`src/hdl/gfr_pkg.sv`:
```
// ----------------------------------------------------------------------------
// gfr_pkg
// Shared types and constants for the gamepad frame receiver.
// ----------------------------------------------------------------------------
package gfr_pkg;

   localparam int FRAME_BYTES = 32;
   localparam logic [31:0] CRC_POLY = 32'h04C11DB7;

   localparam logic [1:0] CSR_DEAD_INNER = 2'd0;
   localparam logic [1:0] CSR_DEAD_OUTER = 2'd1;
   localparam logic [1:0] CSR_FULL_SCALE = 2'd2;
   localparam logic [1:0] CSR_TIMEOUT    = 2'd3;

   localparam logic [1:0] LINK_DOWN  = 2'd0;
   localparam logic [1:0] LINK_RADIO = 2'd1;
   localparam logic [1:0] LINK_FULL  = 2'd2;

   typedef enum logic [2:0] {
      ST_IDLE,
      ST_CRC,
      ST_CHECK,
      ST_SHAPE,
      ST_OUT
   } state_type;

   // controller to datapath
   typedef struct packed {
      logic take;      // latch request, update position and store or idle count
      logic crc_start; // preset crc to all ones, clear its counter
      logic crc_step;  // one crc bit step
      logic check;     // compare crc and update link state
      logic shp_start; // start the stick shaper
      logic shp_step;  // one shaper step
      logic finish;    // timeout update and output registers
   } ctrl_type;

   // datapath to controller
   typedef struct packed {
      logic frame_end; // accepted byte completed a frame
      logic crc_last;  // last crc step
      logic shp_last;  // last shaper step
   } stat_type;

endpackage

```
`src/hdl/gfr_datapath.sv`:
```
// ----------------------------------------------------------------------------
// gfr_datapath
// Frame store, bit-serial crc, unpacking and serial stick shaping.
// ----------------------------------------------------------------------------
module gfr_datapath import gfr_pkg::*; (
   input  logic              clock,
   input  logic              reset,
   input  ctrl_type          ctrl,
   output stat_type          stat,
   input  logic              in_type,
   input  logic [7:0]        in_byte,
   input  logic [14:0]       dead_inner,
   input  logic [14:0]       dead_outer,
   input  logic [14:0]       full_scale,
   input  logic [15:0]       timeout_ticks,
   output logic              o_done,
   output logic              o_ok,
   output logic [15:0]       o_buttons,
   output logic [7:0]        o_trig_l,
   output logic [7:0]        o_trig_r,
   output logic signed [15:0] o_stick [4],
   output logic [1:0]        o_link,
   output logic [15:0]       o_errors
);

   localparam int PW = $clog2(FRAME_BYTES);

   logic [7:0]  store_ff [FRAME_BYTES];
   logic [PW-1:0] pos_ff;
   logic        type_ff, end_ff;
   logic [31:0] crc_ff;
   logic [7:0]  cnt_ff;          // word and bit counter for crc
   logic        ok_ff;
   logic [15:0] btn_ff, err_ff, idle_ff;
   logic [7:0]  trl_ff, trr_ff;
   logic [15:0] raw_ff [4];
   logic [1:0]  link_ff;

   // shaper: one stick, restoring division one quotient bit a step
   logic [1:0]  sidx_ff;
   logic [4:0]  sbit_ff;
   logic        sphase_ff;       // 0 setup, 1 dividing
   logic [29:0] num_ff;          // |num|*scale, below 2^30
   logic [30:0] rem_ff;
   logic [29:0] quo_ff;
   logic        neg_ff, mode_div_ff;
   logic signed [15:0] res_ff;
   logic signed [15:0] sh_ff [4];

   logic        done_ff, okout_ff;
   logic [15:0] obtn_ff;

   logic [PW-1:0] wpos;
   logic [PW-1:0] pos_in;
   always_comb begin
      wpos = (in_byte == 8'd0) ? '0 : pos_ff;
      pos_in = wpos + 1'b1;
   end

   // crc word fetch: bytes 28..31 replaced by their index
   logic [2:0] widx;
   logic [4:0] bidx;
   logic [31:0] word;
   always_comb begin
      widx = cnt_ff[7:5];
      bidx = cnt_ff[4:0];
      for (int k = 0; k < 4; k++) begin
         if (widx == 3'd7)
            word[8*k +: 8] = 8'(28 + k);
         else
            word[8*k +: 8] = store_ff[{widx, 2'(k)}];
      end
   end

   logic [31:0] crc_x, crc_n;
   always_comb begin
      crc_x = (bidx == 5'd0) ? (crc_ff ^ word) : crc_ff;
      crc_n = crc_x[31] ? ({crc_x[30:0], 1'b0} ^ CRC_POLY) : {crc_x[30:0], 1'b0};
   end

   function automatic logic [7:0] fix(input logic [7:0] b);
      fix = (b == 8'd0) ? 8'd1 : b;
   endfunction

   logic [31:0] mine, theirs;
   always_comb begin
      mine = {fix(crc_ff[31:24]), fix(crc_ff[23:16]), fix(crc_ff[15:8]), fix(crc_ff[7:0])};
      theirs = {store_ff[28], store_ff[29], store_ff[30], store_ff[31]};
   end

   function automatic logic [15:0] nib4(input int first, input logic [7:0] s [FRAME_BYTES]);
      nib4 = {s[first+3][3:0], s[first+2][3:0], s[first+1][3:0], s[first][3:0]};
   endfunction

   // shaper setup
   logic signed [16:0] v, vin, vout;
   logic [15:0] mag;
   logic [15:0] span;
   logic [14:0] mnum;
   always_comb begin
      v    = 17'(signed'(raw_ff[sidx_ff]));
      vin  = 17'(dead_inner);
      vout = 17'(dead_outer);
      mag  = v[16] ? 16'(-v) : 16'(v);
      mnum = 15'(mag - {1'b0, dead_inner});
      span = {1'b0, dead_outer} - {1'b0, dead_inner};
   end

   logic [30:0] rem_sh;
   logic [30:0] rem_sub;
   always_comb begin
      rem_sh  = {rem_ff[29:0], num_ff[29]};
      rem_sub = rem_sh - {15'd0, span};
   end

   always_ff @(posedge clock) begin
      if (reset) begin
         pos_ff <= '0; end_ff <= 1'b0; type_ff <= 1'b0;
         btn_ff <= '0; trl_ff <= '0; trr_ff <= '0;
         for (int k = 0; k < 4; k++) begin
            raw_ff[k] <= '0;
            sh_ff[k] <= '0;
         end
         link_ff <= LINK_DOWN; err_ff <= '0; idle_ff <= '0; ok_ff <= 1'b0;
         done_ff <= 1'b0; okout_ff <= 1'b0; obtn_ff <= '0;
         sidx_ff <= '0; sphase_ff <= 1'b0; sbit_ff <= '0;
      end else begin
         if (ctrl.take) begin
            type_ff <= in_type;
            ok_ff <= 1'b0;
            end_ff <= 1'b0;
            if (!in_type) begin
               store_ff[wpos] <= in_byte;
               pos_ff <= pos_in;
               end_ff <= (pos_in == '0);
            end else if (idle_ff != 16'hFFFF) begin
               idle_ff <= idle_ff + 16'd1;
            end
         end
         if (ctrl.crc_start) begin
            crc_ff <= '1;
            cnt_ff <= '0;
         end
         if (ctrl.crc_step) begin
            crc_ff <= crc_n;
            cnt_ff <= cnt_ff + 8'd1;
         end
         if (ctrl.check) begin
            if (mine == theirs) begin
               ok_ff <= 1'b1;
               btn_ff <= nib4(1, store_ff);
               trl_ff <= {store_ff[6][3:0], store_ff[5][3:0]};
               trr_ff <= {store_ff[8][3:0], store_ff[7][3:0]};
               for (int k = 0; k < 4; k++) raw_ff[k] <= nib4(9 + 4*k, store_ff);
               link_ff <= (store_ff[25] == 8'd25 && store_ff[26] == 8'd26) ?
                          LINK_FULL : LINK_RADIO;
               idle_ff <= '0;
            end else if (err_ff != 16'hFFFF) begin
               err_ff <= err_ff + 16'd1;
            end
            for (int k = 28; k < 32; k++) store_ff[k] <= mine[8*(31-k) +: 8];
         end
         if (ctrl.shp_start) begin
            sidx_ff <= '0;
            sphase_ff <= 1'b0;
         end
         if (ctrl.shp_step) begin
            if (!sphase_ff) begin
               neg_ff <= v[16];
               mode_div_ff <= 1'b0;
               if (v >= -vin && v <= vin) res_ff <= '0;
               else if (v < -vout) res_ff <= -16'(signed'({1'b0, full_scale}));
               else if (v > vout) res_ff <= 16'(signed'({1'b0, full_scale}));
               else begin
                  mode_div_ff <= 1'b1;
                  res_ff <= '0;
               end
               num_ff <= 30'(mnum * full_scale);
               rem_ff <= '0;
               quo_ff <= '0;
               sbit_ff <= '0;
               sphase_ff <= 1'b1;
            end else begin
               if (mode_div_ff) begin
                  num_ff <= {num_ff[28:0], 1'b0};
                  if (!rem_sub[30]) begin
                     rem_ff <= rem_sub;
                     quo_ff <= {quo_ff[28:0], 1'b1};
                  end else begin
                     rem_ff <= rem_sh;
                     quo_ff <= {quo_ff[28:0], 1'b0};
                  end
               end
               sbit_ff <= sbit_ff + 5'd1;
               if (sbit_ff == 5'd30) begin
                  if (mode_div_ff)
                     sh_ff[sidx_ff] <= neg_ff ? -16'(quo_ff) : 16'(quo_ff);
                  else
                     sh_ff[sidx_ff] <= res_ff;
                  sidx_ff <= sidx_ff + 2'd1;
                  sphase_ff <= 1'b0;
               end
            end
         end
         if (ctrl.finish) begin
            done_ff <= end_ff & ~type_ff;
            okout_ff <= ok_ff;
            if (idle_ff > timeout_ticks) begin
               link_ff <= LINK_DOWN;
               obtn_ff <= '0;
            end else begin
               obtn_ff <= (link_ff == LINK_DOWN) ? 16'd0 : btn_ff;
            end
         end
      end
   end

   always_comb begin
      stat.frame_end = end_ff & ~type_ff;
      stat.crc_last  = (cnt_ff == 8'd255);
      stat.shp_last  = sphase_ff && (sbit_ff == 5'd30) && (sidx_ff == 2'd3);
      o_done = done_ff;
      o_ok = okout_ff;
      o_buttons = obtn_ff;
      o_trig_l = trl_ff;
      o_trig_r = trr_ff;
      for (int k = 0; k < 4; k++) o_stick[k] = sh_ff[k];
      o_link = link_ff;
      o_errors = err_ff;
   end

endmodule

```
`src/hdl/gfr_control.sv`:
```
// ----------------------------------------------------------------------------
// gfr_control
// Sequencer for request intake, crc, check, shaping and response.
// ----------------------------------------------------------------------------
module gfr_control import gfr_pkg::*; (
   input  logic     clock,
   input  logic     reset,
   input  logic     req_valid,
   output logic     req_stall,
   output ctrl_type ctrl,
   input  stat_type stat
);

   state_type state_ff, state_in;

   always_ff @(posedge clock) begin
      if (reset) state_ff <= ST_IDLE;
      else state_ff <= state_in;
   end

   always_comb begin
      state_in = state_ff;
      ctrl = '0;
      req_stall = 1'b1;
      case (state_ff)
         ST_IDLE: begin
            req_stall = 1'b0;
            if (req_valid) begin
               ctrl.take = 1'b1;
               ctrl.crc_start = 1'b1;
               state_in = ST_CRC;
            end
         end
         ST_CRC: begin
            if (!stat.frame_end) begin
               ctrl.shp_start = 1'b1;
               state_in = ST_SHAPE;
            end else begin
               ctrl.crc_step = 1'b1;
               if (stat.crc_last) state_in = ST_CHECK;
            end
         end
         ST_CHECK: begin
            ctrl.check = 1'b1;
            ctrl.shp_start = 1'b1;
            state_in = ST_SHAPE;
         end
         ST_SHAPE: begin
            ctrl.shp_step = 1'b1;
            if (stat.shp_last) begin
               state_in = ST_OUT;
            end
         end
         ST_OUT: begin
            ctrl.finish = 1'b1;
            state_in = ST_IDLE;
         end
         default: state_in = ST_IDLE;
      endcase
   end

endmodule

```
`src/hdl/gfr_outreg.sv`:
```
// ----------------------------------------------------------------------------
// gfr_outreg
// Response handshake register: holds valid until the response is taken.
// ----------------------------------------------------------------------------
module gfr_outreg import gfr_pkg::*; (
   input  logic clock,
   input  logic reset,
   input  logic load,
   input  logic rsp_stall,
   output logic rsp_valid,
   output logic busy
);
   logic valid_ff;
   always_ff @(posedge clock) begin
      if (reset) valid_ff <= 1'b0;
      else if (load) valid_ff <= 1'b1;
      else if (!rsp_stall) valid_ff <= 1'b0;
   end
   assign rsp_valid = valid_ff;
   assign busy = valid_ff & rsp_stall;
endmodule

```
`src/hdl/gamepad_frame_receiver.sv`:
```
// ----------------------------------------------------------------------------
// gamepad_frame_receiver
// Frame receiver for a serial gamepad link with crc check and stick shaping.
// ----------------------------------------------------------------------------
// a tick or mid-frame byte goes straight to shaping, a frame-ending byte first to crc and check
// one request at a time, the next taken only once the last is through;
//   the serial crc (256 bit steps) and the serial shaper (4 sticks in turn) set how soon that is
// reset: synchronous, control state, link, error and idle counters clear
// a new request waits while a response is still stalled
module gamepad_frame_receiver import gfr_pkg::*; (
   input  logic        clock,
   input  logic        reset,
   input  logic        req_valid,
   output logic        req_stall,
   input  logic        req_type,
   input  logic [7:0]  req_rx_byte,
   output logic        rsp_valid,
   input  logic        rsp_stall,
   output logic        rsp_frame_done,
   output logic        rsp_crc_ok,
   output logic [15:0] rsp_buttons,
   output logic [7:0]  rsp_trig_left,
   output logic [7:0]  rsp_trig_right,
   output logic signed [15:0] rsp_stick_lx,
   output logic signed [15:0] rsp_stick_ly,
   output logic signed [15:0] rsp_stick_rx,
   output logic signed [15:0] rsp_stick_ry,
   output logic [1:0]  rsp_link_state,
   output logic [15:0] rsp_bad_frames,
   input  logic        csr_valid,
   output logic        csr_ready,
   input  logic [1:0]  csr_index,
   input  logic [15:0] csr_data
);

   ctrl_type ctrl;
   stat_type stat;
   logic [14:0] inner_ff, outer_ff, scale_ff;
   logic [15:0] tmo_ff;
   logic busy, stall_c;
   logic signed [15:0] stick [4];

   assign csr_ready = 1'b1;
   always_ff @(posedge clock) begin
      if (reset) begin
         inner_ff <= 15'd1000; outer_ff <= 15'd30000;
         scale_ff <= 15'd1000; tmo_ff <= 16'd100;
      end else if (csr_valid) begin
         case (csr_index)
            CSR_DEAD_INNER: inner_ff <= csr_data[14:0];
            CSR_DEAD_OUTER: outer_ff <= csr_data[14:0];
            CSR_FULL_SCALE: scale_ff <= csr_data[14:0];
            CSR_TIMEOUT:    tmo_ff <= csr_data;
            default: ;
         endcase
      end
   end

   gfr_control u_ctl (
      .clock(clock), .reset(reset),
      .req_valid(req_valid & ~busy), .req_stall(stall_c),
      .ctrl(ctrl), .stat(stat)
   );
   assign req_stall = stall_c | busy;

   gfr_outreg u_out (
      .clock(clock), .reset(reset), .load(ctrl.finish),
      .rsp_stall(rsp_stall), .rsp_valid(rsp_valid), .busy(busy)
   );

   gfr_datapath u_dp (
      .clock(clock), .reset(reset), .ctrl(ctrl), .stat(stat),
      .in_type(req_type), .in_byte(req_rx_byte),
      .dead_inner(inner_ff), .dead_outer(outer_ff), .full_scale(scale_ff),
      .timeout_ticks(tmo_ff),
      .o_done(rsp_frame_done), .o_ok(rsp_crc_ok), .o_buttons(rsp_buttons),
      .o_trig_l(rsp_trig_left), .o_trig_r(rsp_trig_right), .o_stick(stick),
      .o_link(rsp_link_state), .o_errors(rsp_bad_frames)
   );

   assign rsp_stick_lx = stick[0];
   assign rsp_stick_ly = stick[1];
   assign rsp_stick_rx = stick[2];
   assign rsp_stick_ry = stick[3];

   // a response is never loaded over one still waiting
   property p_no_overrun;
      @(posedge clock) disable iff (reset) ctrl.finish |-> !(rsp_valid && rsp_stall);
   endproperty
   a_no_overrun: assert property (p_no_overrun) else $error("response overrun");

   a_no_take_busy: assert property (@(posedge clock) disable iff (reset)
      busy |-> req_stall) else $error("request taken while busy");

   a_link_zero_btn: assert property (@(posedge clock) disable iff (reset)
      (rsp_valid && rsp_link_state == LINK_DOWN) |-> rsp_buttons == 16'd0)
      else $error("buttons while disconnected");

   a_ok_done: assert property (@(posedge clock) disable iff (reset)
      (rsp_valid && rsp_crc_ok) |-> rsp_frame_done) else $error("ok without frame");

endmodule

```
`config.mk`:
```
export PLATFORM = sky130hd
export DESIGN_NAME = gamepad_frame_receiver
export DESIGN_NICKNAME = d
export VERILOG_FILES = /design/src/hdl/gfr_pkg.sv /design/src/hdl/gfr_datapath.sv /design/src/hdl/gfr_control.sv /design/src/hdl/gfr_outreg.sv /design/src/hdl/gamepad_frame_receiver.sv
export SDC_FILE = /design/constraint.sdc
export NUM_CORES = 2
export LEC_CHECK = 0
export BUFFER_PORTS_ARGS = -buffer_cell sky130_fd_sc_hd__buf_2
export CAP_MARGIN = 0
export CORE_MARGIN = 8
export CORE_UTILIZATION = 50
export CTS_CLUSTER_SIZE = 40
export DETAILED_ROUTE_END_ITERATION = 7
export PLACE_DENSITY = 0.69
export SYNTH_ARGS = -nofsm -noshare
export SYNTH_HDL_FRONTEND = slang
export SYNTH_HIERARCHICAL = 1
export SYNTH_SLANG_ARGS = --single-unit
```
`constraint.sdc`:
```
create_clock -name clock -period 12.35 [get_ports clock]
set_input_delay 1.8525 -clock clock [delete_from_list [all_inputs] [get_ports clock]]
set_output_delay 1.8525 -clock clock [all_outputs]
set_load 0.02 [all_outputs]
```
# After elaboration in Yosys (flattened, before gate mapping)
# Memory sizes are Yosys's and may differ from the RTL's. A register that Yosys moved wholly into a read port is not among the register bits.
# Cells that the tools add are included.
[totals] reg_bits=555 ramBits=128 out_inout_bits=119 memories=2
[mem_list] name="u_dp.raw_ff" words=4 word_bits=16 read_ports=1 rd_clocked_by_memory_dff=1 wr=4 line="gfr_datapath.sv:36" rtl="logic [15:0] raw_ff [4];"
[mem_list] name="u_dp.sh_ff" words=4 word_bits=16 read_ports=4 rd_clocked_by_memory_dff=0 wr=4 line="gfr_datapath.sv:48" rtl="logic signed [15:0] sh_ff [4];"
[classes] n_addsub=14 n_mul=1 n_lt_le_gt_ge=11 eq_ne=22 n_mux=113 bitwise=22 reduce_logical=32
[ops] op="256-bit bitwise mux" count=1
[ops] op="16-bit 2-to-1 mux" count=16
[ops] op="32-bit 2-to-1 mux" count=6
[ops] op="8-bit binary-select mux with 5-bit select" count=4
[ops] op="8-bit 2-to-1 mux" count=19
[ops] op="30-bit 2-to-1 mux" count=4
[ops] op="8-bit demux with 5-bit select" count=1
[ops] op="8-bit logical NOT" count=5
[ops] op="1-bit 2-to-1 mux" count=38
[ops] op="15-bit negator with 17-bit output" count=2
[ops] op="16-bit by 1-bit adder with 16-bit output, second input constant" count=2
[ops] op="32-bit == test" count=1
[ops] op="16-bit greater-than comparator" count=2
[ops] op="16-bit inequality test, second input constant" count=2
[ops] op="32-bit bitwise XOR" count=1
[ops] op="31-bit by 16-bit subtractor with 31-bit output" count=1
[ops] op="6-bit greater-or-equal comparator, second input constant" count=5
[ops] op="15-bit by 15-bit multiplier with 30-bit output" count=1
[ops] op="15-bit 2-to-1 mux" count=2
[ops] op="5-bit inverter with 6-bit output" count=5
[ops] op="27-bit 2-to-1 mux" count=1
[ops] op="2-bit 2-to-1 mux" count=13
[ops] op="3-bit AND reduction" count=6
[ops] op="16-bit by 17-bit greater-or-equal comparator with 1-bit output" count=1
[ops] op="38 further kinds" count=76

# Depth between registers and ports, before layout
[depth] word_depth=11 depth_mapped=40 ltp_nobuf=36

# Modules after synthesis
# Netlist, hierarchy kept.
[modules_own_cells] mod="gfr_datapath" instances=1 cells_per_inst=3516 area_per_inst_um2=38843.5 seq_area_each_um2=17556.8
[modules_own_cells] mod="gamepad_frame_receiver" instances=1 cells_per_inst=239 area_per_inst_um2=2483.6 seq_area_each_um2=1221.2
[modules_own_cells] mod="gfr_control" instances=1 cells_per_inst=28 area_per_inst_um2=217.7 seq_area_each_um2=60.1
[modules_own_cells] mod="gfr_outreg" instances=1 cells_per_inst=4 area_per_inst_um2=36.3 seq_area_each_um2=20.0

# Least setup slack after synthesis
# No wires, ideal clock.
[synth_path] kind="register to register" start="register u_dp/sidx_ff[0] (netlist name)" end="register u_dp.num_ff[21] (data pin)" setup_time_ns=0.169 arrival_ns=9.561 t_required_ns=12.181 path_slack_ns=2.619 path_stages_with_launch=38 n_path_buf=5 synth_period_minus_slack_ns=9.731 path_cell_list="dfxtp_1 -> buf_6 -> buf_2 -> mux4_2 -> clkbuf_1 -> o21ai_0 -> inv_1 -> fa_1 -> nor2b_1 -> o21ai_0 -> a21boi_1 -> o21a_1 -> o21a_1 -> o21ai_0 -> a21boi_0 -> clkbuf_1 -> nor3b_1 -> fa_1 -> (+2 left out) -> inv_1 -> fa_1 -> inv_1 -> fa_1 -> inv_1 -> fa_1 -> inv_1 -> fa_1 -> inv_1 -> ha_1 -> clkbuf_1 -> a2111oi_0 -> a211oi_1 -> o2111ai_1 -> a41oi_1 -> o21a_1 -> o21a_1 -> o31ai_1"
[synth_lines] element="to (signal assigned)" line="gfr_datapath.sv:178" rtl="num_ff <= 30'(mnum * full_scale);"
[synth_lines] element="to (signal assigned)" line="gfr_datapath.sv:185" rtl="num_ff <= {num_ff[28:0], 1'b0};"
[synth_lines] element="to (decl)" line="gfr_datapath.sv:43" rtl="logic [29:0] num_ff;"

==> results by group <==
Placed design
  – Buffers on Ports: approximately 150
  – GP Congestion: 0.917
  – Post-DP HPWL: 76600 um

Global route
  – Largest net degree at the start of global routing: 81
  – Vias in the first global route: 28800
  – First-pass GRT wire length: between 150000 and 200000 um
  – GR Overflow Total: 0
  – Initial antenna violation count: 3
  – Total GRT Usage: 0.224

Die
  – Cell row count: roughly 110
  – Die Ht: 304 um
  – IO Count: roughly 150
  – Starting Density: 0.506
  – Die area: between 90000 and 100000 um2
  – Die width: around 300 um
  – Core box area: about 80000 um2

Clock tree
  – Post-cts sizing count: 0
  – CTS root buffer: clkbuf_16
  – CTS max path bufs: 3
  – Post-CTS Setup Inserts: 0
  – CTS Hold Bufs: 0
  – Clock buffer count from CTS: 75
  – CTS clk-pin slew, worst paths: around 0.07 ns
  – H-tree level count: 3
  – Worst skew pair latency: approximately 0.64 ns
  – Sink Count: slightly below 700
  – CTS tree: yes

Logic synthesis
  – Distinct cells, synth: 91
  – Synthesized flop and latch total: around 680
  – Yosys warns: 6
  – EDFF count, synth: 518
  – Seq/Total Area, Yosys: 0.454
  – Cell count after synthesis: ~3800
  – Synth Cell Area: 41600 um2
  – Avg Inst Size Synth: about 11 um2
  – Ys async rst share: 0
  – Prevailing post-synth register cell: edfxtp_1
  – Syn nets: between 4000 and 5000

Critical path
  – Max stage delay on crit path: 0.95 ns
  – CP startpoint kind: flop
  – Critical Path AT: ~11 ns
  – Worst Path Max Fanout: 22
  – Most used cell, CP: inv_1
  – Worst path slowest cell: dfxtp_1
  – CP required: roughly 13 ns
  – Worst Path Class, Setup: reg -> reg
  – Worst reg-to-reg setup slack: 2.04 ns
  – CP Capture Type: flop
  – Worst R2R Path Depth: 36

Power
  – Worst VDD drop: roughly 0.54 mV
  – Pleak: between 15 and 20 nW
  – Power Density: between 200 and 250 nW/um2

Route
  – DR WL/cell: 21.3 um
  – DR vias: around 29000
  – Initial DRC count: roughly 2200
  – # DRC: 0
  – Drt via density: 5.72
  – Final WL: roughly 110000 um
  – TritonRoute pass-1 iters: 6
  – Routed Antenna Nets: 0

Hold path
  – Worst min path class: reg -> reg
  – Worst Hold Depth: 2

Final layout
  – Nets: between 4000 and 5000
  – Synthesis-to-finish area growth: 10.3%
  – Most frequent cells in the layout: edfxtp_1 (518), nand2_1 (309), nor2_1 (306)
  – Share of layout cells above drive strength 1: 0.110
  – Finished Core Util: 0.558
  – Commonest non-fill, non-tap cell in the layout: edfxtp_1

Timing
  – Setup Total Neg Slack: 0 ns
  – # setup viols final: 0
  – Final min period: a little over 10 ns
  – RSZ-0062 raised after global routing: false
  – Rel. slew slack: 0.175
  – Skew final: ~0.032 ns
  – Achievable Freq: between 90 and 100 MHz
  – Fin. max-slew vios: 0
  – Worst-margin pin slew: 1.24 ns
  – Final hold violations: 0
  – Post-route clock period utilization: 0.835

Job
  – Max-cap violations: 0

Outcome
  – Outcome: finished clean
-- report_power, final --
part	internal [mW]	switching, mW
logic	2.31	3.34
registers	2.74	0.0413
clock network	1.30	0.975
total	6.34	4.35
-- cells in the mapped netlist (15+ instances only) --
master    number  area share
o221ai_1      15      0.0032
nor3_1        62      0.0075
fa_1         170       0.082
xnor2_1      118       0.025
o21ai_0      147       0.018
edfxtp_1     518        0.37
a21oi_1      131       0.016
nor4_1        30      0.0045
nand4_1       42      0.0063
nand2b_1     109       0.016
mux4_2        57       0.031
and2_1       186       0.028
o211ai_1      18      0.0032
clkbuf_1     147       0.013
xor2_1        76       0.016
inv_1        289       0.026
or3_1         46      0.0069
nor2_1       309       0.028
dfxtp_1      165       0.079
nor2b_1       50      0.0075
o21a_1        17      0.0031
o31ai_1       15      0.0027
mux2_2        26      0.0070
nor3b_1       19      0.0034
a211oi_1      21      0.0038
a21o_1        42      0.0076
nand3_1       73      0.0088
ha_1         233       0.070
nand2_1      309       0.028
and3_1        15      0.0023
mux2i_1      148       0.036
-- state kept, by name (all words and copies together), names as in the netlist, 8 cells and up --
name,flops
u_dp/rem_ff,30
u_dp/res_ff,16
u_dp/btn_ff,16
u_dp/quo_ff,16
u_dp/o_buttons,16
inner_ff,15
outer_ff,15
u_dp/o_trig_l,8
u_dp/num_ff,30
tmo_ff,16
u_dp/raw_ff,64
u_dp/o_trig_r,8
u_dp/sh_ff,64
scale_ff,15
u_dp/crc_ff,32
u_dp/o_errors,16
u_dp/idle_ff,16
u_dp/cnt_ff,8
u_dp/store_ff,256
-- logic make-up after synthesis --
group | synth area share
DFF | 0.454
xor gates and xnor gates | 0.0413
and+or+nand+nor | 0.160
other | 0.0000902
muxes | 0.0735
AOI/OAI and AO/OA | 0.0758
adders and majority gates | 0.152
buffers and inverters | 0.0437
-- worst max-delay path: cells and delay by family (launching register included) --
| kind | cells | cell delay, ns |
|---|---|---|
| adder cells (fa/ha/maj) | 9 | 4.14 |
| AND/OR/NAND/NOR | 4 | 0.32 |
| multiplexers | 1 | 0.47 |
| flip-flops | 1 | 0.95 |
| AO/OA/AOI/OAI | 13 | 3.48 |
| buffers and inverters | 9 | 0.70 |
-- final cells by class --
cell class / count / area [um2]
well taps: 1070 / 1340
clock buffers: 93 / 2010
clock inverters: 45 / 515
repair buffers: 192 / 1070
diodes: 1 / 2.50
fillers: 6984 / 36400
multi-input cells: 2638 / 21000
inverters: 292 / 1100
flip-flops and latches: 683 / 18900
-- final timing paths --
kind / startpoint / end
setup / recovery: u_dp/sidx_ff[1] / u_dp/num_ff[27]
hold / removal: u_dp/o_buttons[9] / u_dp/o_buttons[9]
setup reg to reg: u_dp/sidx_ff[1] / u_dp/num_ff[27]
hold reg to reg: u_dp/o_buttons[9] / u_dp/o_buttons[9]
-- through the flow --
stage	cells	setup WS (ns)	instance area [um2]	hold WS, ns	total power, mW
2_1_floorplan	3787	2.62	41600	0.436	7.24
4_1_cts	5013	2.16	45800	0.453	10.7
3_3_place_gp	4875	2.34	43300	0.432	8.27
3_5_place_dp	4875	2.23	43300	0.439	8.41
6_report	5014	2.04	45900	0.446	10.7
5_1_grt	5014	1.29	45900	0.473	11.6
-- layer usage --
metal,vias to the layer above,wire length [um],GRT usage,share of wire
li1,13500,-,-,-
met1,14100,44000,0.280,0.41
met2,872,53100,0.394,0.50
met3,223,5500,0.0318,0.052
met4,0,4070,0.0833,0.038
met5,-,0,0,0
Note: power is estimated with default switching activity, not from simulation.
